### src/design/shell_word_splitter_top_assert.svh
// Assertion macros shared by the shell word splitter RTL.
// Define NO_ASSERTIONS to compile every use to nothing.
`ifndef SHELL_WORD_SPLITTER_TOP_ASSERT_SVH
`define SHELL_WORD_SPLITTER_TOP_ASSERT_SVH

`ifndef NO_ASSERTIONS

`define SWS_ASSERT_ALWAYS(label, clk, rst, cond) \
   label: assert property (@(posedge clk) disable iff (rst) (cond)) \
      else $error("assertion failed: %m");

`define SWS_ASSERT_IMPLIES(label, clk, rst, ante, cons) \
   label: assert property (@(posedge clk) disable iff (rst) (ante) |-> (cons)) \
      else $error("assertion failed: %m");

`define SWS_ASSERT_NEXT(label, clk, rst, ante, cons) \
   label: assert property (@(posedge clk) disable iff (rst) (ante) |=> (cons)) \
      else $error("assertion failed: %m");

`else

`define SWS_ASSERT_ALWAYS(label, clk, rst, cond)
`define SWS_ASSERT_IMPLIES(label, clk, rst, ante, cons)
`define SWS_ASSERT_NEXT(label, clk, rst, ante, cons)

`endif

`endif

### src/design/sws_pkg.sv
// Types and constants of the shell word splitter.
// No dependencies; used by sws_decode, sws_result_queue and the top level.
`timescale 1ns / 1ps

package sws_pkg;

   localparam logic [2:0] MODE_NONE       = 3'd0;
   localparam logic [2:0] MODE_SINGLE     = 3'd1;
   localparam logic [2:0] MODE_DOUBLE     = 3'd2;
   localparam logic [2:0] MODE_ESC_NONE   = 3'd3;
   localparam logic [2:0] MODE_ESC_DOUBLE = 3'd4;

   localparam logic [2:0] KIND_BYTE      = 3'd0;
   localparam logic [2:0] KIND_WORD_END  = 3'd1;
   localparam logic [2:0] KIND_DONE      = 3'd2;
   localparam logic [2:0] KIND_QUOTE_ERR = 3'd3;
   localparam logic [2:0] KIND_ESC_ERR   = 3'd4;

   localparam logic [7:0] CHAR_SPACE     = 8'h20;
   localparam logic [7:0] CHAR_TAB       = 8'h09;
   localparam logic [7:0] CHAR_NEWLINE   = 8'h0A;
   localparam logic [7:0] CHAR_RETURN    = 8'h0D;
   localparam logic [7:0] CHAR_FORMFEED  = 8'h0C;
   localparam logic [7:0] CHAR_VTAB      = 8'h0B;
   localparam logic [7:0] CHAR_BACKSLASH = 8'h5C;
   localparam logic [7:0] CHAR_DQUOTE    = 8'h22;
   localparam logic [7:0] CHAR_SQUOTE    = 8'h27;

   localparam int unsigned QUEUE_DEPTH = 4;

   typedef struct packed {
      logic [7:0] char_byte;
      logic       end_of_text;
   } request_type;

   typedef struct packed {
      logic [2:0] kind;
      logic [7:0] out_byte;
      logic       last_of_run;
   } result_type;

   typedef struct packed {
      logic [1:0]            count;
      result_type [1:0]      res;
   } push_type;

   typedef struct packed {
      push_type   push;
      logic [2:0] mode_next;
      logic       word_open_next;
   } decode_type;

endpackage

### src/design/sws_channel_if.sv
// Valid/ready channel carrying one payload of a chosen type.
// Depends on nothing; payload types come from sws_pkg.
`timescale 1ns / 1ps

interface sws_channel_if #(parameter type payload_type = logic);
   logic        valid;
   logic        ready;
   payload_type payload;

   modport source (output valid, output payload, input ready);
   modport sink (input valid, input payload, output ready);
endinterface

### src/design/sws_decode.sv
// Next-state and result decode for one request of the word splitter.
// Depends on sws_pkg.
`timescale 1ns / 1ps

module sws_decode (
   input  logic [2:0]          mode,
   input  logic                word_open,
   input  sws_pkg::request_type req,
   output sws_pkg::decode_type  dec
);

   logic                 is_ws;
   sws_pkg::result_type  byte_res;
   sws_pkg::result_type  bs_res;

   always_comb begin
      is_ws = (req.char_byte == sws_pkg::CHAR_SPACE)   ||
              (req.char_byte == sws_pkg::CHAR_TAB)     ||
              (req.char_byte == sws_pkg::CHAR_NEWLINE) ||
              (req.char_byte == sws_pkg::CHAR_RETURN)  ||
              (req.char_byte == sws_pkg::CHAR_FORMFEED) ||
              (req.char_byte == sws_pkg::CHAR_VTAB);

      byte_res.kind        = sws_pkg::KIND_BYTE;
      byte_res.out_byte    = req.char_byte;
      byte_res.last_of_run = 1'b1;

      bs_res.kind        = sws_pkg::KIND_BYTE;
      bs_res.out_byte    = sws_pkg::CHAR_BACKSLASH;
      bs_res.last_of_run = 1'b0;

      dec.push.count          = 2'd0;
      dec.push.res[0]         = byte_res;
      dec.push.res[1]         = byte_res;
      dec.mode_next           = mode;
      dec.word_open_next      = word_open;

      if (req.end_of_text) begin
         dec.mode_next      = sws_pkg::MODE_NONE;
         dec.word_open_next = 1'b0;
         dec.push.res[0].out_byte = 8'd0;
         dec.push.res[1].out_byte = 8'd0;
         dec.push.res[1].kind     = sws_pkg::KIND_DONE;
         priority if (mode == sws_pkg::MODE_SINGLE || mode == sws_pkg::MODE_DOUBLE ||
                      mode == sws_pkg::MODE_ESC_DOUBLE) begin
            dec.push.count       = 2'd1;
            dec.push.res[0].kind = sws_pkg::KIND_QUOTE_ERR;
         end else if (mode == sws_pkg::MODE_ESC_NONE) begin
            dec.push.count       = 2'd1;
            dec.push.res[0].kind = sws_pkg::KIND_ESC_ERR;
         end else if (word_open) begin
            dec.push.count                  = 2'd2;
            dec.push.res[0].kind            = sws_pkg::KIND_WORD_END;
            dec.push.res[0].last_of_run     = 1'b0;
         end else begin
            dec.push.count       = 2'd1;
            dec.push.res[0].kind = sws_pkg::KIND_DONE;
         end
      end else begin
         unique case (mode)
            sws_pkg::MODE_SINGLE: begin
               if (req.char_byte == sws_pkg::CHAR_SQUOTE) begin
                  dec.mode_next = sws_pkg::MODE_NONE;
               end else begin
                  dec.push.count = 2'd1;
               end
            end
            sws_pkg::MODE_DOUBLE: begin
               priority if (req.char_byte == sws_pkg::CHAR_DQUOTE) begin
                  dec.mode_next = sws_pkg::MODE_NONE;
               end else if (req.char_byte == sws_pkg::CHAR_BACKSLASH) begin
                  dec.mode_next = sws_pkg::MODE_ESC_DOUBLE;
               end else begin
                  dec.push.count = 2'd1;
               end
            end
            sws_pkg::MODE_ESC_DOUBLE: begin
               dec.mode_next = sws_pkg::MODE_DOUBLE;
               if (req.char_byte != sws_pkg::CHAR_BACKSLASH &&
                   req.char_byte != sws_pkg::CHAR_DQUOTE) begin
                  dec.push.count  = 2'd2;
                  dec.push.res[0] = bs_res;
               end else begin
                  dec.push.count = 2'd1;
               end
            end
            sws_pkg::MODE_ESC_NONE: begin
               dec.mode_next      = sws_pkg::MODE_NONE;
               dec.word_open_next = 1'b1;
               dec.push.count     = 2'd1;
            end
            default: begin
               dec.mode_next = sws_pkg::MODE_NONE;
               priority if (is_ws) begin
                  if (word_open) begin
                     dec.push.count              = 2'd1;
                     dec.push.res[0].kind        = sws_pkg::KIND_WORD_END;
                     dec.push.res[0].out_byte    = 8'd0;
                     dec.word_open_next          = 1'b0;
                  end
               end else if (req.char_byte == sws_pkg::CHAR_SQUOTE) begin
                  dec.mode_next      = sws_pkg::MODE_SINGLE;
                  dec.word_open_next = 1'b1;
               end else if (req.char_byte == sws_pkg::CHAR_DQUOTE) begin
                  dec.mode_next      = sws_pkg::MODE_DOUBLE;
                  dec.word_open_next = 1'b1;
               end else if (req.char_byte == sws_pkg::CHAR_BACKSLASH) begin
                  dec.mode_next = sws_pkg::MODE_ESC_NONE;
               end else begin
                  dec.push.count     = 2'd1;
                  dec.word_open_next = 1'b1;
               end
            end
         endcase
      end
   end

endmodule

### src/design/sws_result_queue.sv
// Four-entry result queue: takes up to two results a cycle while it has room, gives one.
// Depends on sws_pkg and shell_word_splitter_top_assert.svh.
`timescale 1ns / 1ps

`include "shell_word_splitter_top_assert.svh"

module sws_result_queue (
   input  logic                clock,
   input  logic                reset,
   input  sws_pkg::push_type    push,
   input  logic                pop,
   output logic                has_room,
   output logic                out_valid,
   output sws_pkg::result_type  out_res
);

   localparam int unsigned PTR_W = $clog2(sws_pkg::QUEUE_DEPTH);
   localparam int unsigned CNT_W = PTR_W + 1;

   sws_pkg::result_type entries_ff [sws_pkg::QUEUE_DEPTH];
   logic [PTR_W-1:0]    head_ff;
   logic [PTR_W-1:0]    head_in;
   logic [CNT_W-1:0]    count_ff;
   logic [CNT_W-1:0]    count_in;
   logic [PTR_W-1:0]    tail0;
   logic [PTR_W-1:0]    tail1;

   always_comb begin
      tail0    = head_ff + count_ff[PTR_W-1:0];
      tail1    = tail0 + PTR_W'(1);
      head_in  = head_ff + PTR_W'(pop);
      count_in = count_ff + CNT_W'(push.count) - CNT_W'(pop);
   end

   assign has_room  = (count_ff <= CNT_W'(sws_pkg::QUEUE_DEPTH - 2));
   assign out_valid = (count_ff != '0);
   assign out_res   = entries_ff[head_ff];

   always_ff @(posedge clock) begin
      if (reset) begin
         head_ff  <= '0;
         count_ff <= '0;
      end else begin
         head_ff  <= head_in;
         count_ff <= count_in;
      end
   end

   always_ff @(posedge clock) begin
      if (push.count != 2'd0) begin
         entries_ff[tail0] <= push.res[0];
      end
      if (push.count == 2'd2) begin
         entries_ff[tail1] <= push.res[1];
      end
   end

   `SWS_ASSERT_ALWAYS(a_count_bound, clock, reset,
      count_ff <= CNT_W'(sws_pkg::QUEUE_DEPTH))
   `SWS_ASSERT_IMPLIES(a_push_fits, clock, reset, push.count != 2'd0, has_room)
   `SWS_ASSERT_IMPLIES(a_pop_nonempty, clock, reset, pop, out_valid)
   `SWS_ASSERT_NEXT(a_pop_only_drains, clock, reset, pop && push.count == 2'd0,
      count_ff == $past(count_ff) - CNT_W'(1))

endmodule

### src/design/shell_word_splitter_top.sv
// Shell word splitter top level: POSIX-style word splitting of a byte stream.
// Depends on sws_pkg, sws_channel_if, sws_decode, sws_result_queue and
// shell_word_splitter_top_assert.svh.
//
// req_stream carries one text byte per request, or an end-of-text marker.
// rsp_stream carries results: word bytes, word-end marks and one status per
// text (done, unterminated quote, trailing escape); last_of_run flags the
// final result of each request. A request yields zero, one or two results.
// With the queue empty, the first result of a request appears on
// rsp_stream the cycle after it is taken; queued results ahead of it go first.
// The splitter takes one request per cycle while requests yield at most one
// result each and rsp_stream.ready stays high; the one-result-per-cycle output
// port sets the limit, so requests that yield two results let the queue fill.
// A four-entry result queue sits between decode and the output port;
// req_stream.ready depends only on its fill level, never on rsp_stream.ready.
// When the receiver stalls, the queue fills and ready drops once fewer than
// two entries are free. Reset (synchronous, active high) empties the queue
// and returns the quote mode and word state to outside quotes, no word open.
`timescale 1ns / 1ps

`include "shell_word_splitter_top_assert.svh"

module shell_word_splitter_top (
   input  logic          clock,
   input  logic          reset,
   sws_channel_if.sink   req_stream,
   sws_channel_if.source rsp_stream
);

   logic [2:0]           mode_ff;
   logic [2:0]           mode_in;
   logic                 word_open_ff;
   logic                 word_open_in;
   logic                 req_accept;
   logic                 has_room;
   sws_pkg::decode_type  dec;
   sws_pkg::push_type    push;
   sws_pkg::request_type req_data;

   assign req_data          = req_stream.payload;
   assign req_stream.ready  = has_room;
   assign req_accept        = req_stream.valid && has_room;

   sws_decode u_decode (
      .mode      (mode_ff),
      .word_open (word_open_ff),
      .req       (req_data),
      .dec       (dec)
   );

   always_comb begin
      push = dec.push;
      if (!req_accept) begin
         push.count = 2'd0;
      end
      mode_in      = req_accept ? dec.mode_next : mode_ff;
      word_open_in = req_accept ? dec.word_open_next : word_open_ff;
   end

   always_ff @(posedge clock) begin
      if (reset) begin
         mode_ff      <= sws_pkg::MODE_NONE;
         word_open_ff <= 1'b0;
      end else begin
         mode_ff      <= mode_in;
         word_open_ff <= word_open_in;
      end
   end

   sws_result_queue u_queue (
      .clock     (clock),
      .reset     (reset),
      .push      (push),
      .pop       (rsp_stream.valid && rsp_stream.ready),
      .has_room  (has_room),
      .out_valid (rsp_stream.valid),
      .out_res   (rsp_stream.payload)
   );

   `SWS_ASSERT_ALWAYS(a_mode_legal, clock, reset, mode_ff <= sws_pkg::MODE_ESC_DOUBLE)
   `SWS_ASSERT_NEXT(a_eot_clears, clock, reset, req_accept && req_data.end_of_text,
      mode_ff == sws_pkg::MODE_NONE && !word_open_ff)

endmodule
### src/flat_wrapper.sv
// flat-port wrapper written by rule: the top's interface ports become plain ports
module shell_word_splitter_top_flat 
  (clock, reset, req_stream_valid, req_stream_payload, req_stream_ready, rsp_stream_valid, rsp_stream_payload, rsp_stream_ready);
  sws_channel_if req_stream_i ();
  sws_channel_if rsp_stream_i ();
  input  logic clock;
  input  logic reset;
  input wire logic [$bits(req_stream_i.valid)-1:0] req_stream_valid;
  input wire logic [$bits(req_stream_i.payload)-1:0] req_stream_payload;
  output wire logic [$bits(req_stream_i.ready)-1:0] req_stream_ready;
  output wire logic [$bits(rsp_stream_i.valid)-1:0] rsp_stream_valid;
  output wire logic [$bits(rsp_stream_i.payload)-1:0] rsp_stream_payload;
  input wire logic [$bits(rsp_stream_i.ready)-1:0] rsp_stream_ready;
  assign req_stream_i.valid = req_stream_valid;
  assign req_stream_i.payload = req_stream_payload;
  assign req_stream_ready = req_stream_i.ready;
  assign rsp_stream_valid = rsp_stream_i.valid;
  assign rsp_stream_payload = rsp_stream_i.payload;
  assign rsp_stream_i.ready = rsp_stream_ready;
  shell_word_splitter_top u_core (.clock(clock), .reset(reset), .req_stream(req_stream_i), .rsp_stream(rsp_stream_i));
endmodule
### config.mk
export PLATFORM = sky130hd
export DESIGN_NAME = shell_word_splitter_top_flat
export DESIGN_NICKNAME = d
export VERILOG_FILES = /design/src/design/sws_pkg.sv /design/src/design/sws_channel_if.sv /design/src/design/sws_decode.sv /design/src/design/sws_result_queue.sv /design/src/design/shell_word_splitter_top.sv /design/src/flat_wrapper.sv
export VERILOG_INCLUDE_DIRS = /design/src /design/src/design
export SDC_FILE = /design/constraint.sdc
export NUM_CORES = 1
export LEC_CHECK = 0
export ABC_AREA = 1
export CAP_MARGIN = 20
export CELL_PAD_IN_SITES_DETAIL_PLACEMENT = 0
export CELL_PAD_IN_SITES_GLOBAL_PLACEMENT = 1
export CORE_MARGIN = 3
export CORE_UTILIZATION = 39
export CTS_CLUSTER_DIAMETER = 30
export DETAILED_ROUTE_END_ITERATION = 6
export DONT_BUFFER_PORTS = 1
export PLACE_DENSITY_LB_ADDON = 0.1
export SLEW_MARGIN = 10
export SYNTH_ARGS = -nofsm -noshare
export SYNTH_HDL_FRONTEND = slang
export SYNTH_SLANG_ARGS = --single-unit
### constraint.sdc
create_clock -name clock -period 1.8 [get_ports clock]
set_input_delay 0.36 -clock clock [delete_from_list [all_inputs] [get_ports clock]]
set_output_delay 0.36 -clock clock [all_outputs]
set_load 0.02 [all_outputs]
# After elaboration in Yosys (flattened, before gate mapping)
# Memories as Yosys holds them, arrays and structs flattened. A register that Yosys moved wholly into a read port is not among the register bits.
# Index checks and enable logic that the tools add are counted.
# word_totals
out_inout_bits	3
mem_bits_rw	48
reg_bits	9
n_memories	1
wordCells	51
in_bits	5
# op_classes
mux	23
n_reduce_logical	10
n_lt_le_gt_ge	1
n_eq_ne	7
n_addsub	5
# mem_list
memory	words	word_bits	read_ports	rd_ports_with_merged_regs	write_ports	line_no	text
u_core.u_queue.entries_ff	4	12	1	1	2	sws_result_queue.sv:20	sws_pkg::result_type entries_ff [sws_pkg::QUEUE_DEPTH];
# op_table
op	count
$mux 16	1
$mux 2	8
$mux 10	1
$mux 1	9
$mux 7	1
$eq 3x2->1 const B	2
$mux 3	2
$pmux 3 s2	1
$ne 2x1->1 const B	2
$reduce_and 2->1	2
$add 3x2->3	1
$eq 3x1->1 const B	1
$eq 3x3->1 const B	1
$le 3x2->1 const B	1
$reduce_bool 3->1	1
$reduce_or 3->1	1
$sub 3x1->3	1
$add 2x1->2	1
$add 2x1->2 const B	1
$add 2x2->2	1
$eq 2x2->1 const B	1
$logic_and 1x1->1	2
$logic_or 1x1->1	2
$reduce_bool 2->1	1
$reduce_or 2->1	1

# Logic depth before layout (Yosys ltp)
# Gate-level depths: netlist of the first run.
# depth
word_depth	9
mapped_depth	12
depth_no_buf	12

# Cells and area by module
# A second synthesis of the first run with hierarchy kept.
# hier_totals
cells_unflattened	484
hier_area_um2	3614.7
# by_module_without_submodules
mod	area_per_inst_um2	seq_area_each_um2	instances	cells_each
sws_result_queue	2875.3	1541.5	1	332
sws_decode	548.0	0.0	1	119
shell_word_splitter_top	191.4	80.1	1	33

# Worst setup path before layout of the first run
# OpenSTA, ideal clock, no wires.
# synth_timing
path_type	register -> register
startpoint	reg u_core.u_queue.count_ff[1]
endpoint	reg u_core.u_queue.count_ff[2]
required_time_ns	1.691
path_buffers	0
arrival_time_ns	1.817
period_less_slack_ns	1.926
setup_ns	0.109
setup_slack_ns	-0.126
path_stages_with_launch	11
path_cell_list	dfxtp_1 > nor2_1 > a21boi_0 > ha_1 > inv_1 > ha_1 > inv_1 > fa_1 > xor2_1 > inv_1 > nor2_1
# synth_between
elab_chain_cells	5
word_cells_on_any_way	7
cone_classes	2 x add/sub; 1 x order compare; 1 x mux; 3 x reduce/logical
# synth_lines
element	line_no	text
from (decl)	sws_result_queue.sv:23	logic [CNT_W-1:0] count_ff;
from (signal assigned)	sws_result_queue.sv:45	count_ff <= count_in;
$le 3x2->1	sws_result_queue.sv:35	assign has_room = (count_ff <= CNT_W'(sws_pkg::QUEUE_DEPTH - 2));
$logic_and 1x1->1	shell_word_splitter_top.sv:42	assign req_accept = req_stream.valid && has_room;
$mux 2	shell_word_splitter_top.sv:53	if (!req_accept) begin
$add 3x2->3	sws_result_queue.sv:32	count_in = count_ff + CNT_W'(push.count) - CNT_W'(pop);
$sub 3x1->3 *	sws_result_queue.sv:32	
# Mark *: on every way between the ends. The rest lies on a longest branch, timed or not.
# A chain may end at the register's enable or synchronous reset.

# Final worst setup path of the first run
# Ends and elaborated chain as after synthesis.

==> impl_metrics.env, run 1 <==
export IMPL_status="finished, violations left"
export IMPL_failed_checks="negative setup slack"
export IMPL_diodes=0
export IMPL_dr_pass1_iters=3
export IMPL_register_area_um2=209
export IMPL_via_per_inst=4.98
export IMPL_setup_ws_ps=-18.6
export IMPL_netlist_area_um2=673
export IMPL_io_buffer_count=0
export IMPL_grt_usage=0.135
export IMPL_cp_data_arrival_time_ps=2010
export IMPL_grt_pass1_wl_um=2180
export IMPL_num_io_pins=8
export IMPL_root_buffer="clkbuf_4"
export IMPL_rows=14
export IMPL_powerDensity_nw_per_um2=1710
export IMPL_finalNetCount=109
export IMPL_place_gp_congestion=0.755
export IMPL_clock_skew_ps=1.71
export IMPL_setup_viol=1
export IMPL_dpl_cell_area_um2=766
export IMPL_h_tree_depth=1
export IMPL_cp_data_required_time_ps=1990
export IMPL_yosys_warnings=0
export IMPL_grt_max_degree=8
export IMPL_cts_tree="yes"
export IMPL_cts_buffer_depth=2
export IMPL_max_slew_worst_pin_slew_ps=466
export IMPL_synth_cells=82
export IMPL_synth_cell_types=21
export IMPL_cp_start_kind="register"
export IMPL_insertion_delay_ps=260
export IMPL_multi_input_area_um2=474
export IMPL_core_area_um2=1560
export IMPL_die_h_um=47.5
export IMPL_min_period_ps=1820
export IMPL_initial_core_util=0.432
export IMPL_power_leakage_uw=0.000404
export IMPL_period_share=1.01
export IMPL_final_max_slew_viol_count=0
export IMPL_ir_worst_vdd_mv=0.814
export IMPL_wirelength_um=1340
export IMPL_hold_viol=0
export IMPL_syn2layout_area_growth_pct=30.3
export IMPL_path_clk_slew_ps=70
export IMPL_vias=563
export IMPL_final_cell_mix="buf_4 (11), nand2_1 (8), nand3_1 (8)"
export IMPL_timing_fmax_mhz=550
export IMPL_drc=0
export IMPL_antenna_found_initial=0
export IMPL_grt_setup_unrepaired="true"
export IMPL_slew_headroom=0.690
export IMPL_drt_iter0_markers=1
export IMPL_p_total_uw=1500
export IMPL_die_w_um=47.5
export IMPL_maxCapViolCount=0
export IMPL_die_area_um2=2260
export IMPL_antenna_left=0
export IMPL_wire_per_inst_um=11.8
export IMPL_gr_total_overflow=0
export IMPL_n_fill_cell=147
export IMPL_layout_drive_gt1_share=0.464
export IMPL_synth_nets=93
export IMPL_hpwl_um=1070
export IMPL_avgSynthCellArea_um2=8.21
export IMPL_cts_made_buffers=3
export IMPL_critPathKind="register to register"
export IMPL_dp_cells=106
export IMPL_clock_sinks=10
export IMPL_final_common_cell="buf_4"
export IMPL_first_global_vias=507
export IMPL_min_path_type="input pin to register"
export IMPL_ys_ff_latch=10
export IMPL_seq_area_frac_synth=0.297
export IMPL_critPathCaptureType="register"
export IMPL_fin_area_um2=877
export IMPL_critPathMaxFanout=3
export IMPL_layout_cells_non_filler=113
## worst max-delay path: stages (launching register included)
cell	delay [ps]
dfxtp_4	360
nand2_4	70
nand3_4	80
inv_2	70
nand2_2	60
ha_4	250
inv_4	50
ha_4	110
inv_2	30
fa_2	340
xor2_1	170
inv_1	50
nor2_1	100
## layer usage
layer	global-route usage	vias up	part of all wire
met5	0	-	0
met4	0.0323	0	0.0060
met3	0.0226	2	0.023
met2	0.214	6	0.50
met1	0.192	257	0.47
li1	-	298	-
## where the power goes
part | switching, uW | internal (uW) | total [uW]
sequential | 80.2 | 328 | 408
combinational | 506 | 382 | 887
clock | 78.1 | 123 | 201
total | 664 | 832 | 1500
## state kept, by name (all words and copies together) (netlist names)
name and count:
u_core.u_queue.head_ff 2, u_core.u_queue.count_ff 3, u_core.u_queue.entries_ff 4, u_core.word_open_ff 1
## cell type report
class | count | area share
Multi-Input combinational cell | 58 | 0.541
Sequential cell | 10 | 0.238
Timing Repair Buffer | 11 | 0.0942
Inverter | 14 | 0.0628
Clock buffer | 4 | 0.0414
Tap cell | 16 | 0.0228
## synthesized netlist by cell type
library cell  instances  area share
inv_1                11       0.061
nand2_4               3       0.050
dfxtp_1              10        0.30
a21oi_1               2       0.015
nor2_1                8       0.045
o22ai_1               1      0.0093
xor2_1                1       0.013
nand3_4               2       0.052
nand3_1               8       0.059
o21ai_0               2       0.015
nand2_1               9       0.050
a21boi_0              1       0.011
nor2_4                3       0.050
nand3_2               2       0.030
nand2_2               3       0.028
ha_1                  5       0.093
o21bai_1              1       0.011
inv_2                 3       0.017
xnor2_1               2       0.026
fa_1                  1       0.030
nand4_1               4       0.037
## path summary, 6_finish.rpt
| kind | depth (start not counted) | from | to | slack (ps) |
|---|---|---|---|---|
| hold / removal | 1 | reset | u_core.u_queue.count_ff[0] | 150 |
| setup / recovery | 12 | u_core.u_queue.count_ff[1] | u_core.u_queue.count_ff[2] | -20 |
| hold reg to reg | 2 | u_core.u_queue.entries_ff[1][0] | u_core.u_queue.entries_ff[1][0] | 470 |
| setup reg to reg | 12 | u_core.u_queue.count_ff[1] | u_core.u_queue.count_ff[2] | -20 |
## logic make-up (layout without fill, tap and decap cells)
family / after synthesis / in the layout / synth area share
DFF: 10 / 10 / 0.297
and+or+nand+nor: 42 / 42 / 0.401
xor gates and xnor gates: 3 / 3 / 0.0390
AOI/OAI and AO/OA: 7 / 7 / 0.0614
buffers and inverters: 14 / 29 / 0.0781
adders and majority gates: 6 / 6 / 0.123
## through the flow
step	TNS, ps	setup WS, ps	util	hold slack [ps]
6_report	-18.6	-18.6	0.563	153
5_1_grt	-122	-114	0.563	146
4_1_cts	-26.1	-26.1	0.528	145
3_5_place_dp	-30.5	-30.5	0.491	421
3_3_place_gp	-13.3	-13.3	0.491	420
2_1_floorplan	-5.62	-5.62	-	417
## timing repair
action	in CTS	in global routing
pin swaps	1	5
setup endpoints to repair	2	2
hold buffers	0	0
resized for setup	4	10
hold endpoints to repair	0	0
buffers inserted	2	1
Note: power is estimated with default switching activity, not from simulation.
==> inputs of run 2 (changes only) <==
--- a/config.mk
+++ b/config.mk
@@ -10,12 +10,13 @@
 export CAP_MARGIN = 20
 export CELL_PAD_IN_SITES_DETAIL_PLACEMENT = 0
 export CELL_PAD_IN_SITES_GLOBAL_PLACEMENT = 1
-export CORE_MARGIN = 3
+export CORE_MARGIN = 2
 export CORE_UTILIZATION = 39
 export CTS_CLUSTER_DIAMETER = 30
 export DETAILED_ROUTE_END_ITERATION = 6
 export DONT_BUFFER_PORTS = 1
 export PLACE_DENSITY_LB_ADDON = 0.1
+export RECOVER_POWER = 50
 export SLEW_MARGIN = 10
 export SYNTH_ARGS = -nofsm -noshare
 export SYNTH_HDL_FRONTEND = slang
==> impl_metrics.env, run 2 (synthesis results as in run 1) <==
export IMPL_cp_data_required_time_ps=1970
export IMPL_cpMostUsedCell="inv_2"
export IMPL_dr_pass1_iters=4
export IMPL_vias=566
export IMPL_fin_util=0.505
export IMPL_p_total_uw=1410
export IMPL_ir_worst_vdd_mv=0.756
export IMPL_drc=0
export IMPL_die_area_um2=2070
export IMPL_final_max_slew_viol_count=0
export IMPL_insertion_delay_ps=260
export IMPL_wirelength_um=1300
export IMPL_h_tree_depth=1
export IMPL_setup_ws_ps=8.33
export IMPL_crit_path_max_incr_delay_ps=370
export IMPL_cts_buffer_depth=2
export IMPL_largest_reg_flops=4
export IMPL_path_clk_slew_ps=70
export IMPL_setup_viol=0
export IMPL_wire_per_inst_um=11.4
export IMPL_root_buffer="clkbuf_4"
export IMPL_critPathCaptureType="register"
export IMPL_final_cell_mix="buf_4 (11), nand2_1 (9), nor2_1 (8), nand3_1 (8)"
export IMPL_place_gp_congestion=0.734
export IMPL_hold_viol=0
export IMPL_antenna_found_initial=0
export IMPL_finalNetCount=109
export IMPL_io_buffer_count=0
export IMPL_die_w_um=45.5
export IMPL_min_path_type="input pin to register"
export IMPL_diodes=0
export IMPL_hpwl_um=1010
export IMPL_final_hold_worst_slack_ps=146
export IMPL_gr_total_overflow=0
export IMPL_maxCapViolCount=0
export IMPL_critPathKind="register to register"
export IMPL_via_per_inst=4.96
export IMPL_syn2layout_area_growth_pct=25.3
export IMPL_path_cells="nand2_4, nand3_4, inv_2, nand2_2, ha_4, inv_2, ha_4, inv_2, fa_2, xor2_1, inv_1, nor2_1"
export IMPL_first_global_vias=543
export IMPL_dp_cells=107
export IMPL_slew_headroom=0.680
export IMPL_clock_sinks=10
export IMPL_layout_drive_gt1_share=0.423
export IMPL_cp_num_buf_inv=4
export IMPL_top_register="u_core.u_queue.entries_ff"
export IMPL_critPathMaxFanout=4
export IMPL_cp_start_kind="register"
export IMPL_grt_pass1_wl_um=2300
export IMPL_period_share=0.995
export IMPL_final_common_cell="buf_4"
export IMPL_grt_usage=0.161
export IMPL_hold_buffers=0
export IMPL_cts_made_buffers=3
export IMPL_antenna_left=0
export IMPL_timing_fmax_mhz=558
export IMPL_powerDensity_nw_per_um2=1680
export IMPL_power_leakage_uw=0.000383
export IMPL_cp_top_family="adder cells"
export IMPL_drt_iter0_markers=14
export IMPL_initial_core_util=0.403
export IMPL_clock_skew_ps=5.60
export IMPL_grt_max_degree=8
export IMPL_core_area_um2=1670
export IMPL_layout_cells_non_filler=114
export IMPL_num_io_pins=8
export IMPL_cp_data_arrival_time_ps=1960
export IMPL_cts_tree="yes"
export IMPL_grt_setup_unrepaired="true"
export IMPL_slowest_stage="dfxtp_4"
export IMPL_rows=15
export IMPL_max_slew_worst_pin_slew_ps=487
export IMPL_dp_slack_ps=-39.0
export IMPL_status="finished clean"
export IMPL_min_period_ps=1790
export IMPL_die_h_um=45.5
export IMPL_top_regs="u_core.u_queue.entries_ff (4), u_core.u_queue.count_ff (3), u_core.u_queue.head_ff (2)"
-- run 2: cell counts in the layout (fill, tap and decap cells not counted) --
No cell type changed its count.
-- run 2: metal layers --
layer  routed length (um)  part of all wire  global-route usage  up-vias
li1                     -                 -                   -      298
met1                  616              0.48               0.211      262
met2                  632              0.49               0.242        4
met3                   33             0.025              0.0357        2
met4                   13             0.010              0.0882        0
met5                    0                 0                   0        -
-- run 2: final timing paths --
path	from	to	slack [ps]	depth (start not counted)
worst min-delay path	reset	u_core.u_queue.count_ff[0]	150	1
worst max-delay path	u_core.u_queue.count_ff[0]	u_core.u_queue.count_ff[2]	8	12
worst max register to register	u_core.u_queue.count_ff[0]	u_core.u_queue.count_ff[2]	8	12
worst min register to register	u_core.u_queue.entries_ff[3][0]	u_core.u_queue.entries_ff[3][0]	470	2
-- run 2: worst register-to-register path, cell delays in order, from the launching register on --
cell and delay (ps):
dfxtp_4 370, nand2_4 80, nand3_4 110, inv_2 80, nand2_2 60, ha_4 220, inv_2 60, ha_4 120
inv_2 30, fa_2 320, xor2_1 160, inv_1 60, nor2_1 30
-- run 2: through the flow --
| step | instance area (um2) | TNS, ps |
|---|---|---|
| 2_1_floorplan | 686 | -5.62 |
| 3_3_place_gp | 767 | -27.6 |
| 3_5_place_dp | 767 | -47.0 |
| 4_1_cts | 846 | 0 |
| 5_1_grt | 843 | -144 |
| 6_report | 843 | 0 |
-- run 2: what timing repair did --
item | 4_1_cts | 5_1_grt
endpoints found under the setup margin | 2 | 2
setup buffers | 2 | 1
gates resized for setup | 11 | 1
pin swaps | 4 | 5
-- run 2: area by class of cell --
type / instances / area (um2)
Tap cell: 17 / 21.3
Clock buffer: 4 / 26.3
Sequential cell: 10 / 209
Multi-Input combinational cell: 58 / 452
Inverter: 14 / 52.6
Timing Repair Buffer: 11 / 82.6
Fill cell: 172 / 827
-- run 2: where the power goes --
| group | total, uW | switching, uW | internal [uW] |
|---|---|---|---|
| combinational | 833 | 476 | 357 |
| sequential | 418 | 89.6 | 328 |
| clock | 163 | 77.6 | 85.6 |
| total | 1410 | 643 | 770 |
